<file path="config.mk">
export PLATFORM = sky130hd
export DESIGN_NAME = zoned_clock_with_button_setting
export DESIGN_NICKNAME = d
export VERILOG_FILES = /design/src/rtl/core/zcbs_pkg.sv /design/src/rtl/core/zoned_clock_with_button_setting.sv
export SDC_FILE = /design/constraint.sdc
export NUM_CORES = 1
export LEC_CHECK = 0
export BUFFER_PORTS_ARGS = -buffer_cell sky130_fd_sc_hd__buf_2
export CAP_MARGIN = 25
export CORE_MARGIN = 1
export CORE_UTILIZATION = 30
export CTS_CLUSTER_DIAMETER = 60
export CTS_CLUSTER_SIZE = 8
export DETAILED_ROUTE_END_ITERATION = 10
export SLEW_MARGIN = 40
export SYNTH_ARGS = -nofsm -noshare
export SYNTH_HDL_FRONTEND = slang
export SYNTH_SLANG_ARGS = --single-unit
</file>
<file path="constraint.sdc">
create_clock -name clk -period 13.25 [get_ports clk]
set_clock_uncertainty 0.2 [all_clocks]
set_input_delay 0.6625 -clock clk [delete_from_list [all_inputs] [get_ports clk]]
set_output_delay 0.6625 -clock clk [all_outputs]
set_load 0.02 [all_outputs]
</file>
<file path="src/rtl/core/zcbs_pkg.sv">
// ----------------------------------------------------------------------------
// zcbs_pkg
// Types, codes and reset tables shared by the zoned clock with button setting.
// ----------------------------------------------------------------------------
package zcbs_pkg;

    localparam int unsigned NUM_ZONES_DEF = 4;
    localparam int unsigned MAX_ZONES     = 16;

    // ASCII codes used by the display and the serial entry check
    localparam logic [6:0] CHAR_A     = 7'h41;
    localparam logic [6:0] CHAR_Z     = 7'h5A;
    localparam logic [6:0] CHAR_U     = 7'h55;
    localparam logic [6:0] CHAR_T     = 7'h54;
    localparam logic [7:0] CHAR_ZERO  = 8'h30;
    localparam logic [7:0] CHAR_TWO   = 8'h32;
    localparam logic [7:0] CHAR_FIVE  = 8'h35;
    localparam logic [7:0] CHAR_NINE  = 8'h39;

    localparam logic [4:0] HOUR_LAST   = 5'd23;
    localparam logic [5:0] MINUTE_LAST = 6'd59;
    localparam logic [5:0] HOURS_DAY   = 6'd24;

    typedef enum logic [2:0] {
        PH_START  = 3'd0,
        PH_DIGIT  = 3'd1,
        PH_SERIAL = 3'd2,
        PH_RUN    = 3'd3,
        PH_ZONE   = 3'd4
    } phase_t;

    typedef enum logic [2:0] {
        MODE_TICK   = 3'd0,
        MODE_UP     = 3'd1,
        MODE_DOWN   = 3'd2,
        MODE_LEFT   = 3'd3,
        MODE_RIGHT  = 3'd4,
        MODE_SERIAL = 3'd5
    } mode_t;

    typedef struct packed {
        logic [2:0] mode;
        logic [7:0] serial_byte;
    } in_word_t;

    typedef struct packed {
        logic [2:0] phase;
        logic [2:0] cursor;
        logic [6:0] letter_first;
        logic [6:0] letter_second;
        logic [4:0] shown_hour;
        logic [5:0] shown_minute;
        logic [5:0] seconds_now;
        logic [7:0] echo_byte;
        logic       echo_valid;
        logic       entry_error;
    } out_word_t;

    // Reset letters of a zone; zones past the fourth read "AA"
    function automatic logic [6:0] zone_letter_init(input int unsigned idx,
                                                    input logic second);
        logic [6:0] ch;
        ch = CHAR_A;
        unique case ({idx[1:0], second})
            3'b000:  ch = 7'h4D; // M
            3'b001:  ch = 7'h41; // A
            3'b010:  ch = 7'h4D; // M
            3'b011:  ch = 7'h4F; // O
            3'b100:  ch = 7'h4B; // K
            3'b101:  ch = 7'h41; // A
            3'b110:  ch = 7'h43; // C
            3'b111:  ch = 7'h45; // E
            default: ch = CHAR_A;
        endcase
        if (idx >= 4)
        begin
            ch = CHAR_A;
        end
        return ch;
    endfunction

    function automatic logic [4:0] zone_offset_init(input int unsigned idx);
        logic [4:0] off;
        off = 5'd0;
        unique case (idx[1:0])
            2'd0:    off = 5'd11;
            2'd1:    off = 5'd3;
            2'd2:    off = 5'd2;
            2'd3:    off = 5'd1;
            default: off = 5'd0;
        endcase
        if (idx >= 4)
        begin
            off = 5'd0;
        end
        return off;
    endfunction

    // Two BCD digits to a binary value
    function automatic logic [7:0] bcd_pair(input logic [3:0] tens, input logic [3:0] units);
        return {1'b0, tens, 3'b000} + {3'b000, tens, 1'b0} + {4'b0000, units};
    endfunction

endpackage

</file>
<file path="src/rtl/core/zoned_clock_with_button_setting.sv">
// ----------------------------------------------------------------------------
// zoned_clock_with_button_setting
// Zoned digital clock set by buttons or by four serial digits.
// ----------------------------------------------------------------------------
//
//   port group   dir   handshake            word
//   ----------   ---   ------------------   ---------------------------------
//   in_*         in    in_valid / in_stall  event code and serial byte
//   out_*        out   out_valid/out_stall  phase, cursor, display, echo, error
//
// Every accepted word yields exactly one result word, by way of the input
// register and then the result register. A new word can be taken every
// cycle while in_stall is low; the whole state update is one pass of short
// logic between the two registers. in_stall rises only while both registers
// hold words and out_stall is high. Reset loads the control state, the time,
// the zone table and the handshake registers at once; there is no clearing pass.
//
module zoned_clock_with_button_setting #(
    parameter int unsigned NUM_ZONES = zcbs_pkg::NUM_ZONES_DEF
) (
    input  logic                clk,
    input  logic                rst_n,
    input  logic                in_valid,
    output logic                in_stall,
    input  zcbs_pkg::in_word_t  in_word,
    output logic                out_valid,
    input  logic                out_stall,
    output zcbs_pkg::out_word_t out_word
);
    import zcbs_pkg::*;

    localparam int unsigned ZW = (NUM_ZONES > 1) ? $clog2(NUM_ZONES) : 1;
    localparam logic [ZW-1:0] ZONE_LAST = ZW'(NUM_ZONES - 1);

    // ------------------------------------------------------------------
    // Handshake and input register
    // ------------------------------------------------------------------
    logic      in_valid_reg;
    in_word_t  in_word_reg;
    logic      out_valid_reg;
    out_word_t out_word_reg;
    out_word_t out_word_next;
    logic      adv;

    // The word in the input register moves on when the result slot is free
    // or is being taken in this cycle.
    assign adv      = in_valid_reg && (!out_valid_reg || !out_stall);
    assign in_stall = in_valid_reg && out_valid_reg && out_stall;
    assign out_valid = out_valid_reg;
    assign out_word  = out_word_reg;

    always_ff @(posedge clk or negedge rst_n)
    begin
        if (!rst_n)
        begin
            in_valid_reg  <= 1'b0;
            out_valid_reg <= 1'b0;
        end
        else
        begin
            if (!in_stall)
            begin
                in_valid_reg <= in_valid;
            end
            if (adv)
            begin
                out_valid_reg <= 1'b1;
            end
            else if (!out_stall)
            begin
                out_valid_reg <= 1'b0;
            end
        end
    end

    always_ff @(posedge clk)
    begin
        if (in_valid && !in_stall)
        begin
            in_word_reg <= in_word;
        end
        if (adv)
        begin
            out_word_reg <= out_word_next;
        end
    end

    // ------------------------------------------------------------------
    // Clock state
    // ------------------------------------------------------------------
    phase_t      phase_reg,        phase_next;
    logic [1:0]  cursor_reg,       cursor_next;
    logic [3:0]  digit_reg [4];
    logic [3:0]  digit_next [4];
    logic [4:0]  hour_reg,         hour_next;
    logic [5:0]  minute_reg,       minute_next;
    logic [5:0]  second_reg,       second_next;
    logic [ZW-1:0] zone_sel_reg,   zone_sel_next;
    logic [1:0]  serial_count_reg, serial_count_next;

    // Zone table: one read port at the next selection, one write port
    logic [6:0]  letter_first_reg  [NUM_ZONES];
    logic [6:0]  letter_second_reg [NUM_ZONES];
    logic [4:0]  offset_reg        [NUM_ZONES];
    logic [6:0]  rd_first, rd_second, ed_first, ed_second;
    logic [4:0]  rd_offset, ed_offset;
    logic        zone_we;

    // Only the first three serial characters are stored; the fourth is
    // checked straight from the input register.
    logic [7:0]  serial_buf_reg [3];
    logic        buf_we;

    // Tick: advance hh:mm:ss from the current registers
    logic [5:0]  tick_sec, tick_min;
    logic [4:0]  tick_hour;

    always_comb
    begin
        tick_sec  = second_reg + 6'd1;
        tick_min  = minute_reg;
        tick_hour = hour_reg;
        if (second_reg >= MINUTE_LAST)
        begin
            tick_sec = 6'd0;
            tick_min = minute_reg + 6'd1;
            if (minute_reg >= MINUTE_LAST)
            begin
                tick_min  = 6'd0;
                tick_hour = hour_reg + 5'd1;
                if (hour_reg >= HOUR_LAST)
                begin
                    tick_hour = 5'd0;
                end
            end
        end
    end

    // Zone selection first, so the table read sees the new zone
    always_comb
    begin
        zone_sel_next = zone_sel_reg;
        if (adv && phase_reg == PH_RUN)
        begin
            if (in_word_reg.mode == MODE_UP)
            begin
                zone_sel_next = (zone_sel_reg == ZONE_LAST) ? '0 : zone_sel_reg + 1'b1;
            end
            else if (in_word_reg.mode == MODE_DOWN)
            begin
                zone_sel_next = (zone_sel_reg == '0) ? ZONE_LAST : zone_sel_reg - 1'b1;
            end
        end
    end

    assign rd_first  = letter_first_reg[zone_sel_next];
    assign rd_second = letter_second_reg[zone_sel_next];
    assign rd_offset = offset_reg[zone_sel_next];

    // Digit edit: the edited digits converted to a time
    logic [7:0] dt_hour_raw, dt_min_raw;
    logic [4:0] dt_hour;
    logic [5:0] dt_min;

    // Serial entry: check of the four characters
    logic [7:0] sr_hour_raw, sr_min_raw;
    logic       sr_ok;

    always_comb
    begin
        dt_hour_raw = bcd_pair(digit_next[0], digit_next[1]);
        dt_min_raw  = bcd_pair(digit_next[2], digit_next[3]);
        // edited hours stay below 48, so one subtract does the mod 24
        dt_hour = (dt_hour_raw >= {2'b00, HOURS_DAY}) ?
                  5'(dt_hour_raw - {2'b00, HOURS_DAY}) : 5'(dt_hour_raw);
        dt_min  = dt_min_raw[5:0];
    end

    always_comb
    begin
        sr_hour_raw = bcd_pair(serial_buf_reg[0][3:0], serial_buf_reg[1][3:0]);
        sr_min_raw  = bcd_pair(serial_buf_reg[2][3:0], in_word_reg.serial_byte[3:0]);
        sr_ok = (serial_buf_reg[0] >= CHAR_ZERO) && (serial_buf_reg[0] <= CHAR_TWO)
             && (serial_buf_reg[1] >= CHAR_ZERO) && (serial_buf_reg[1] <= CHAR_NINE)
             && (serial_buf_reg[2] >= CHAR_ZERO) && (serial_buf_reg[2] <= CHAR_FIVE)
             && (in_word_reg.serial_byte >= CHAR_ZERO)
             && (in_word_reg.serial_byte <= CHAR_NINE)
             && (sr_hour_raw <= {3'b000, HOUR_LAST});
    end

    // Main state update
    logic        echo_ok, entry_err;
    logic [5:0]  hour_sum;
    logic [4:0]  hour_shown;

    always_comb
    begin
        phase_next        = phase_reg;
        cursor_next       = cursor_reg;
        digit_next        = digit_reg;
        hour_next         = hour_reg;
        minute_next       = minute_reg;
        second_next       = second_reg;
        serial_count_next = serial_count_reg;
        ed_first          = rd_first;
        ed_second         = rd_second;
        ed_offset         = rd_offset;
        zone_we           = 1'b0;
        buf_we            = 1'b0;
        echo_ok           = 1'b0;
        entry_err         = 1'b0;

        if (adv)
        begin
            unique case (phase_reg)
                PH_START:
                begin
                    if (in_word_reg.mode == MODE_LEFT)
                    begin
                        phase_next  = PH_DIGIT;
                        cursor_next = 2'd0;
                    end
                    else if (in_word_reg.mode == MODE_RIGHT)
                    begin
                        phase_next        = PH_SERIAL;
                        serial_count_next = 2'd0;
                    end
                end
                PH_DIGIT:
                begin
                    if (in_word_reg.mode == MODE_UP)
                    begin
                        unique case (cursor_reg)
                            2'd0:
                            begin
                                digit_next[0] = (digit_reg[0] >= 4'd2) ? 4'd0 : digit_reg[0] + 4'd1;
                                // hour tens of 2 or 0 after a wrap: fold units above 3
                                if ((digit_next[0] == 4'd2 || digit_next[0] == 4'd0)
                                    && digit_reg[1] > 4'd3)
                                begin
                                    digit_next[1] = 4'd0;
                                end
                            end
                            2'd1:
                            begin
                                if (digit_reg[0] == 4'd2)
                                begin
                                    digit_next[1] = (digit_reg[1] >= 4'd3) ? 4'd0
                                                                           : digit_reg[1] + 4'd1;
                                end
                                else
                                begin
                                    digit_next[1] = (digit_reg[1] >= 4'd9) ? 4'd0
                                                                           : digit_reg[1] + 4'd1;
                                end
                            end
                            2'd2:
                                digit_next[2] = (digit_reg[2] >= 4'd5) ? 4'd0 : digit_reg[2] + 4'd1;
                            default:
                                digit_next[3] = (digit_reg[3] >= 4'd9) ? 4'd0 : digit_reg[3] + 4'd1;
                        endcase
                        hour_next   = dt_hour;
                        minute_next = dt_min;
                    end
                    else if (in_word_reg.mode == MODE_DOWN)
                    begin
                        unique case (cursor_reg)
                            2'd0:
                            begin
                                if (digit_reg[0] == 4'd0)
                                begin
                                    digit_next[0] = 4'd2;
                                    if (digit_reg[1] > 4'd3)
                                    begin
                                        digit_next[1] = 4'd3;
                                    end
                                end
                                else
                                begin
                                    digit_next[0] = digit_reg[0] - 4'd1;
                                end
                            end
                            2'd1:
                            begin
                                if (digit_reg[1] == 4'd0)
                                begin
                                    digit_next[1] = (digit_reg[0] == 4'd2) ? 4'd3 : 4'd9;
                                end
                                else
                                begin
                                    digit_next[1] = digit_reg[1] - 4'd1;
                                end
                            end
                            2'd2:
                                digit_next[2] = (digit_reg[2] == 4'd0) ? 4'd5 : digit_reg[2] - 4'd1;
                            default:
                                digit_next[3] = (digit_reg[3] == 4'd0) ? 4'd9 : digit_reg[3] - 4'd1;
                        endcase
                        hour_next   = dt_hour;
                        minute_next = dt_min;
                    end
                    else if (in_word_reg.mode == MODE_LEFT)
                    begin
                        if (cursor_reg != 2'd0)
                        begin
                            cursor_next = cursor_reg - 2'd1;
                        end
                    end
                    else if (in_word_reg.mode == MODE_RIGHT)
                    begin
                        if (cursor_reg == 2'd3)
                        begin
                            hour_next   = dt_hour;
                            minute_next = dt_min;
                            phase_next  = PH_RUN;
                            cursor_next = 2'd0;
                        end
                        else
                        begin
                            cursor_next = cursor_reg + 2'd1;
                        end
                    end
                end
                PH_SERIAL:
                begin
                    if (in_word_reg.mode == MODE_SERIAL)
                    begin
                        echo_ok = 1'b1;
                        if (serial_count_reg == 2'd3)
                        begin
                            serial_count_next = 2'd0;
                            if (sr_ok)
                            begin
                                hour_next   = sr_hour_raw[4:0];
                                minute_next = sr_min_raw[5:0];
                                phase_next  = PH_RUN;
                                cursor_next = 2'd0;
                            end
                            else
                            begin
                                entry_err = 1'b1;
                            end
                        end
                        else
                        begin
                            buf_we            = 1'b1;
                            serial_count_next = serial_count_reg + 2'd1;
                        end
                    end
                end
                PH_RUN:
                begin
                    if (in_word_reg.mode == MODE_TICK)
                    begin
                        second_next = tick_sec;
                        minute_next = tick_min;
                        hour_next   = tick_hour;
                    end
                    else if (in_word_reg.mode == MODE_RIGHT)
                    begin
                        phase_next  = PH_ZONE;
                        cursor_next = 2'd0;
                    end
                end
                default:
                begin
                    // zone edit
                    if (in_word_reg.mode == MODE_TICK)
                    begin
                        second_next = tick_sec;
                        minute_next = tick_min;
                        hour_next   = tick_hour;
                    end
                    else if (in_word_reg.mode == MODE_UP)
                    begin
                        zone_we = 1'b1;
                        unique case (cursor_reg)
                            2'd0:    ed_first  = (rd_first >= CHAR_Z) ? CHAR_A : rd_first + 7'd1;
                            2'd1:    ed_second = (rd_second >= CHAR_Z) ? CHAR_A : rd_second + 7'd1;
                            2'd2:    ed_offset = (rd_offset >= HOUR_LAST) ? 5'd0 : rd_offset + 5'd1;
                            default: zone_we   = 1'b0;
                        endcase
                    end
                    else if (in_word_reg.mode == MODE_DOWN)
                    begin
                        zone_we = 1'b1;
                        unique case (cursor_reg)
                            2'd0:    ed_first  = (rd_first <= CHAR_A) ? CHAR_Z : rd_first - 7'd1;
                            2'd1:    ed_second = (rd_second <= CHAR_A) ? CHAR_Z : rd_second - 7'd1;
                            2'd2:    ed_offset = (rd_offset == 5'd0) ? HOUR_LAST : rd_offset - 5'd1;
                            default: zone_we   = 1'b0;
                        endcase
                    end
                    else if (in_word_reg.mode == MODE_LEFT)
                    begin
                        if (cursor_reg != 2'd0)
                        begin
                            cursor_next = cursor_reg - 2'd1;
                        end
                    end
                    else if (in_word_reg.mode == MODE_RIGHT)
                    begin
                        if (cursor_reg == 2'd2)
                        begin
                            phase_next  = PH_RUN;
                            cursor_next = 2'd0;
                        end
                        else
                        begin
                            cursor_next = cursor_reg + 2'd1;
                        end
                    end
                end
            endcase
        end
    end

    // Result word from the updated state
    always_comb
    begin
        hour_sum   = {1'b0, hour_next} + {1'b0, ed_offset};
        hour_shown = (hour_sum >= HOURS_DAY) ? 5'(hour_sum - HOURS_DAY) : hour_sum[4:0];

        out_word_next.phase  = phase_next;
        out_word_next.cursor = (phase_next == PH_SERIAL) ? {1'b0, serial_count_next}
                                                         : {1'b0, cursor_next};
        if (phase_next == PH_RUN || phase_next == PH_ZONE)
        begin
            out_word_next.letter_first  = ed_first;
            out_word_next.letter_second = ed_second;
            out_word_next.shown_hour    = hour_shown;
        end
        else
        begin
            out_word_next.letter_first  = CHAR_U;
            out_word_next.letter_second = CHAR_T;
            out_word_next.shown_hour    = hour_next;
        end
        out_word_next.shown_minute = minute_next;
        out_word_next.seconds_now  = second_next;
        out_word_next.echo_byte    = echo_ok ? in_word_reg.serial_byte : 8'd0;
        out_word_next.echo_valid   = echo_ok;
        out_word_next.entry_error  = entry_err;
    end

    // ------------------------------------------------------------------
    // State registers
    // ------------------------------------------------------------------
    always_ff @(posedge clk or negedge rst_n)
    begin
        if (!rst_n)
        begin
            phase_reg        <= PH_START;
            cursor_reg       <= 2'd0;
            digit_reg        <= '{default: 4'd0};
            hour_reg         <= 5'd0;
            minute_reg       <= 6'd0;
            second_reg       <= 6'd0;
            zone_sel_reg     <= '0;
            serial_count_reg <= 2'd0;
            for (int unsigned i = 0; i < NUM_ZONES; i++)
            begin
                letter_first_reg[ZW'(i)]  <= zone_letter_init(i, 1'b0);
                letter_second_reg[ZW'(i)] <= zone_letter_init(i, 1'b1);
                offset_reg[ZW'(i)]        <= zone_offset_init(i);
            end
        end
        else
        begin
            phase_reg        <= phase_next;
            cursor_reg       <= cursor_next;
            digit_reg        <= digit_next;
            hour_reg         <= hour_next;
            minute_reg       <= minute_next;
            second_reg       <= second_next;
            zone_sel_reg     <= zone_sel_next;
            serial_count_reg <= serial_count_next;
            if (zone_we)
            begin
                letter_first_reg[zone_sel_reg]  <= ed_first;
                letter_second_reg[zone_sel_reg] <= ed_second;
                offset_reg[zone_sel_reg]        <= ed_offset;
            end
        end
    end

    always_ff @(posedge clk)
    begin
        if (buf_we)
        begin
            serial_buf_reg[serial_count_reg] <= in_word_reg.serial_byte;
        end
    end

    // ------------------------------------------------------------------
    // Assertions
    // ------------------------------------------------------------------
    a_hold_without_word: assert property (@(posedge clk) disable iff (!rst_n)
        !adv |=> $stable(phase_reg) && $stable(hour_reg) && $stable(second_reg))
        else $error("clock state changed with no word moving on");

    a_zone_in_range: assert property (@(posedge clk) disable iff (!rst_n)
        zone_sel_reg <= ZONE_LAST)
        else $error("zone selection out of range");

    a_error_on_round_end: assert property (@(posedge clk) disable iff (!rst_n)
        out_valid_reg && out_word_reg.entry_error |->
            out_word_reg.echo_valid && out_word_reg.phase == PH_SERIAL
            && out_word_reg.cursor == 3'd0)
        else $error("entry error outside the end of a serial round");

    a_echo_clear: assert property (@(posedge clk) disable iff (!rst_n)
        out_valid_reg && !out_word_reg.echo_valid |-> out_word_reg.echo_byte == 8'd0)
        else $error("echo byte set without an echo");

    a_result_follows_word: assert property (@(posedge clk) disable iff (!rst_n)
        adv |=> out_valid_reg)
        else $error("advanced word produced no result");

endmodule

</file>
* Yosys cells after proc, flatten, opt, wreduce, memory -nomap -nowiden *
Memory sizes are Yosys's and may differ from the RTL's.
Cells that the tools add are included.
Widths: inputs -> output; s select.

operators by class
  $add $sub $neg = 33
  $lt $le $gt $ge = 28
  equal/unequal tests = 19
  mux-type cells = 173
  bitwise logic cells = 2
  reductions and logical operators = 36

operators by type and width
  operator             number
  $mux 7               23
  $mux 5               28
  $mux 6               16
  $mux 4               20
  $mux 16              4
  $mux 2               30
  $mux 3               19
  $bwmux 28            2
  $ge 8x6->1 const B   4
  $le 8x6->1 const B   4
  $bmux 7 s2           2
  $bwmux 20            1
  $logic_not 4->1      5
  $eq 3x2->1 const B   6
  $mux 1               18
  $pmux 6 s3           1
  $add 4x1->4 const B  4
  $add 7x5->8          2
  $add 8x4->8          2
  $pmux 4 s2           2
  $sub 4x1->4 const B  4
  $logic_and 1x1->1    15
  $pmux 5 s3           1
  $add 7x1->7 const B  2
  45 further kinds     76

word-level totals
  flip-flop bits (word level) = 178
  RAM bits = 24
  bits of input ports = 15
  output and inout port bits = 49
  memories kept = 1

memories
  name            words  bits a word  read ports  clocked after Yosys merged registers in  wr ports  line                                    text
  serial_buf_reg  3      8            3           0                                        1         zoned_clock_with_button_setting.sv:111  logic [7:0] serial_buf_reg [3];

* Longest topological paths before layout *
  depth after elaboration = 25
  mapped depth = 27
  gate-level depth less buffers = 26

* Least setup slack after synthesis *
OpenSTA, ideal clock, no wires.

  path type = register to register
  start = reg in_word_reg[8] in the netlist's numbering
  end = reg out_word_reg, in the netlist out_word[25], data pin
  library setup time = 254 ps
  arrival = 6097 ps
  setup slack = 6699 ps
  cell stages (with the launch flop) = 27
  period minus slack after synthesis = 6551 ps
  path through = edfxtp_1 > buf_4 > clkbuf_1 > nor3b_1 > clkbuf_1 > clkbuf_1 > clkbuf_1 > buf_1 > a41oi_1 > o21ai_0 > ha_1 > ha_1 > fa_1 > xnor2_1 > nor2b_1 > a2111oi_0 > o311ai_0 > xnor2_1 > a311oi_1 > ha_1 > inv_1 > nor2_1 > nor2_1 > xnor2_1 > a2111oi_0 > or3_1 > o21a_1

RTL lines
  element                 line                                   text
  from (decl)             zoned_clock_with_button_setting.sv:39  in_word_t in_word_reg;
  from (signal assigned)  zoned_clock_with_button_setting.sv:80  in_word_reg <= in_word;
  to (signal assigned)    zoned_clock_with_button_setting.sv:84  out_word_reg <= out_word_next;
  to (decl)               zoned_clock_with_button_setting.sv:41  out_word_t out_word_reg;

==> results.txt <==
met2 layer usage reported by global route: 26.37%
Synth Instances: 1413
Int Pwr: 1772 uW
via count normalized by instance count: 5.608
number of flops mapped to enable cells by yosys: 81
worst reg2reg path endpoint: out_word[25]
clk sinks: 201
worst hold path class: in2reg
total global routing overflow: 0
met1 capacity usage during global routing: 25.00%
drt drc: 0
wire length of the first global-routing pass: 61700 um
worst setup path endpoint: out_word[25]
area inside the core boundary: 43460 um2
most instantiated flip-flop cell in the synthesis netlist: sky130_fd_sc_hd__dfrtp_1
instance area at placement: 14210 um2
power share of the sequential group: 30.4%
category of the worst setup path launch point: flop
status: complete, no violations
Comb pwr share: 45.1%
power density relative to cell area: 205.9 nW/um2
CTS max path bufs: 3
number of cells traversed by the worst register-to-register path: 23
critical path peak fanout: 23
Nets: 1547
Final Slew Violations: 0
total leakage power: 0.005859 uW
post-layout utilization of the core: 35.02%
max-slew headroom at the worst pin: 44.24%
count of cells along the worst hold path: 1
maximum level of the CTS H-tree: 1
worst hold slack after final layout: 0.05377 ns
num ports: 64
slew at the pin with the worst max-slew slack: 0.8346 ns
cell with the biggest individual delay on the critical path: sky130_fd_sc_hd__edfxtp_1
number of global-route vias before repair: 10790
busiest grt layer: met2
final critical delay including setup and external delays: 7.739 ns
Slowest Stage Delay on Critical Path: 0.80 ns
unique cell type count in the Yosys netlist: 98
clock-pin slew on the worst setup and hold paths: 0.05 ns
critical path class: reg2reg
standard-cell row count: 76
clock network power share: 24.5%
worst-skew pair later-pin latency: 0.58 ns
clock root buffer: sky130_fd_sc_hd__clkbuf_16
detailed-route via count: 11550
number of storage elements in the synthesis netlist: 201
max capacitance violation total: 0
proportion of synthesized flip-flops having asynchronous set or reset: 59.70%
max reg flops: 46
number of buffers inserted for hold repair after clock tree synthesis: 1
number of setup buffers added after CTS: 0
GRT Total Usage: 17.26%
number of buffers created by CTS: 31
maximum number of pins on one net before global-route repair: 65
Yosys warnings: 0
number of antenna cells inserted: 0
layout-stage area growth over the synthesis result: 14.30%
Post-DRT Antenna Nets: 0
worst r2r src: in_word_reg[9]
RSZ-0062 raised after global routing: false
synthesized net count: 1511
critical path arrival: 7.87 ns
TritonCTS clock tree: done
sequential area share after synthesis: 41.14%
wirelength, routed: 39010 um
GR Util met3: 2.603%
Total Die Area: 45230 um2
half-perimeter wire length of the detailed placement result: 27130 um
initial core utilization: 30.64%
net switching component of the power: 1362 uW
cell area after synthesis: 13320 um2
timing startpoint of the critical path: in_word_reg[9]
worst ir drop on vdd: 0.1144 mV
Top cell by count, worst path: sky130_fd_sc_hd__xnor2_1
Port Buffer Count: 62
capturing element type of the critical path: flop
average wire length per cell after detail routing: 18.95 um
final instance area: 15220 um2
count of final hold-check violations: 0
syn_area_per_cell: 9.423 um2
proportion of layout cells with a drive suffix above 1: 15.20%
fraction of power spent switching nets: 43.46%
Vert. Die Dim: 212.7 um
maximum clock frequency: 129.2 MHz
floorplan die width: 212.7 um
antenna violations before repair: 0
power consumption: 3134 uW
TritonRoute pass-1 iters: 8
violation count after the first detailed-routing iteration: 1088
global placement routability congestion: 0.8985
Resized cells post-CTS: 0
TNS Setup: 0 ns
critical-path cell list: nor3b_2, buf_4, nand2_1, nor4_1, nor3b_1, o22ai_1, o21ai_0, fa_1, fa_1, xnor2_1, nor2b_1, a2111oi_0, o311ai_0, xnor2_1, a311oi_1, ha_1, inv_1, nor2_1, nor2_1, xnor2_1, a2111oi_0, or3_1, o21a_1
total setup violations reported at the end of the flow: 0
required time at the worst-slack endpoint: 13.38 ns
post-route clock period utilization: 58.40%
internal reg-to-reg setup slack: 5.51 ns
## logic make-up (layout without fill, tap and decap cells)
| kind of cell | after synthesis | in the layout | synth area share (%) |
|---|---|---|---|
| and+or+nand+nor | 461 | 461 | 16.85 |
| AOI/OAI and AO/OA | 440 | 440 | 22.43 |
| muxes | 75 | 75 | 6.023 |
| xor gates and xnor gates | 17 | 17 | 1.118 |
| adders and majority gates | 84 | 84 | 8.382 |
| DFF | 201 | 201 | 41.14 |
| other | 1 | 1 | 0.02816 |
| buffers and inverters | 134 | 195 | 4.031 |
## placed cells by master (no fill, tap or decap), types with 7 or more instances in the layout
cell,Yosys,routed
sky130_fd_sc_hd__a21oi_1,96,96
sky130_fd_sc_hd__o22a_1,7,7
sky130_fd_sc_hd__a2111oi_0,8,7
sky130_fd_sc_hd__nand3_1,39,39
sky130_fd_sc_hd__ha_1,74,74
sky130_fd_sc_hd__o221ai_1,11,10
sky130_fd_sc_hd__a211oi_1,22,21
sky130_fd_sc_hd__nor3_1,34,32
sky130_fd_sc_hd__o21ai_0,73,73
sky130_fd_sc_hd__o22ai_1,14,14
sky130_fd_sc_hd__a31oi_1,30,30
sky130_fd_sc_hd__o32ai_1,7,7
sky130_fd_sc_hd__a21o_1,12,12
sky130_fd_sc_hd__buf_4,4,15
sky130_fd_sc_hd__inv_1,51,50
sky130_fd_sc_hd__buf_2,9,61
sky130_fd_sc_hd__fa_1,9,9
sky130_fd_sc_hd__and3_1,12,12
sky130_fd_sc_hd__clkbuf_1,60,20
sky130_fd_sc_hd__o21ai_1,30,30
sky130_fd_sc_hd__nand4_1,15,15
sky130_fd_sc_hd__dfstp_2,34,34
sky130_fd_sc_hd__nor2_1,122,122
sky130_fd_sc_hd__mux2_2,36,36
sky130_fd_sc_hd__nor4_1,13,13
sky130_fd_sc_hd__nand2b_1,7,7
sky130_fd_sc_hd__clkbuf_16,0,32
sky130_fd_sc_hd__a2bb2oi_1,7,7
sky130_fd_sc_hd__o211ai_1,23,23
sky130_fd_sc_hd__nand2_1,140,137
sky130_fd_sc_hd__and2_1,18,20
sky130_fd_sc_hd__xnor2_1,11,11
sky130_fd_sc_hd__dfrtp_1,86,86
sky130_fd_sc_hd__o31ai_1,17,17
sky130_fd_sc_hd__mux2i_1,34,34
sky130_fd_sc_hd__or3_1,7,7
sky130_fd_sc_hd__edfxtp_1,81,81
## how the worst min path moves through the flow
stage                              start                   end  slack [ns]
floorplan                          rst_n         cursor_reg[0]        0.17
global placement    letter_first_reg[20]  letter_first_reg[20]        0.25
detailed placement  letter_first_reg[13]  letter_first_reg[13]        0.25
CTS                           in_word[3]        in_word_reg[3]        0.03
global route                  in_word[3]        in_word_reg[3]        0.03
finish                        in_word[3]        in_word_reg[3]        0.05
## worst max-delay path: cells and delay by family (launching register included)
family,cells,cell delay (ns)
and+or+nand+nor,8,2.19
AOI/OAI and AO/OA,7,1.84
adders and majority gates,3,1.38
DFF,1,0.80
xor gates and xnor gates,3,0.64
buffers and inverters,2,0.48
## Yosys cell counts, types with 13 or more instances
cell | count | area, um2
sky130_fd_sc_hd__dfstp_2 | 34 | 893.4
sky130_fd_sc_hd__o211ai_1 | 23 | 172.7
sky130_fd_sc_hd__nand4_1 | 15 | 93.84
sky130_fd_sc_hd__and2_1 | 18 | 112.6
sky130_fd_sc_hd__o21ai_1 | 30 | 150.1
sky130_fd_sc_hd__o22ai_1 | 14 | 87.58
sky130_fd_sc_hd__mux2i_1 | 34 | 340.3
sky130_fd_sc_hd__o21ai_0 | 73 | 365.4
sky130_fd_sc_hd__mux2_2 | 36 | 405.4
sky130_fd_sc_hd__o31ai_1 | 17 | 127.6
sky130_fd_sc_hd__a211oi_1 | 22 | 165.2
sky130_fd_sc_hd__nand2_1 | 140 | 525.5
sky130_fd_sc_hd__clkbuf_1 | 60 | 225.2
sky130_fd_sc_hd__nand3_1 | 39 | 195.2
sky130_fd_sc_hd__nor2_1 | 122 | 457.9
sky130_fd_sc_hd__edfxtp_1 | 81 | 2432
sky130_fd_sc_hd__ha_1 | 74 | 925.9
sky130_fd_sc_hd__nor4_1 | 13 | 81.33
sky130_fd_sc_hd__dfrtp_1 | 86 | 2152
sky130_fd_sc_hd__nor3_1 | 34 | 170.2
sky130_fd_sc_hd__a31oi_1 | 30 | 187.7
sky130_fd_sc_hd__a21oi_1 | 96 | 480.5
sky130_fd_sc_hd__inv_1 | 51 | 191.4
## per-stage QoR
step / setup slack [ns] / std cells
after floorplan: 6.699 / 1413
after global placement: 5.873 / 1998
after detailed placement: 5.597 / 1999
after CTS: 5.515 / 2058
after global routing: 4.878 / 2059
final: 5.511 / 2059
## power by group through the flow
stage	combinational (uW)	sequential [uW]	clock [uW]
2_1_floorplan	998	935	0
3_3_place_gp	1360	956	0
3_5_place_dp	1380	956	0
4_1_cts	1390	948	790
5_1_grt	1550	972	814
6_report	1410	953	768
## final cells by class
type	count	area, um2
fill	4400	28240
timing repair buffer	82	470.5
multi-input combinational	1078	7367
sequential	201	5478
inverter	55	206.4
clock inverter	4	62.56
tap	585	732.0
clock buffer	54	903.4
## metal layers
metal	vias to the layer above	routed length, um	part of all wire [%]
met5	-	0	0
met4	0	1039	2.7
met3	62	2786	7.1
met2	484	17120	44
met1	5575	18070	46
li1	5426	-	-
(Power assumes the default switching activity.)
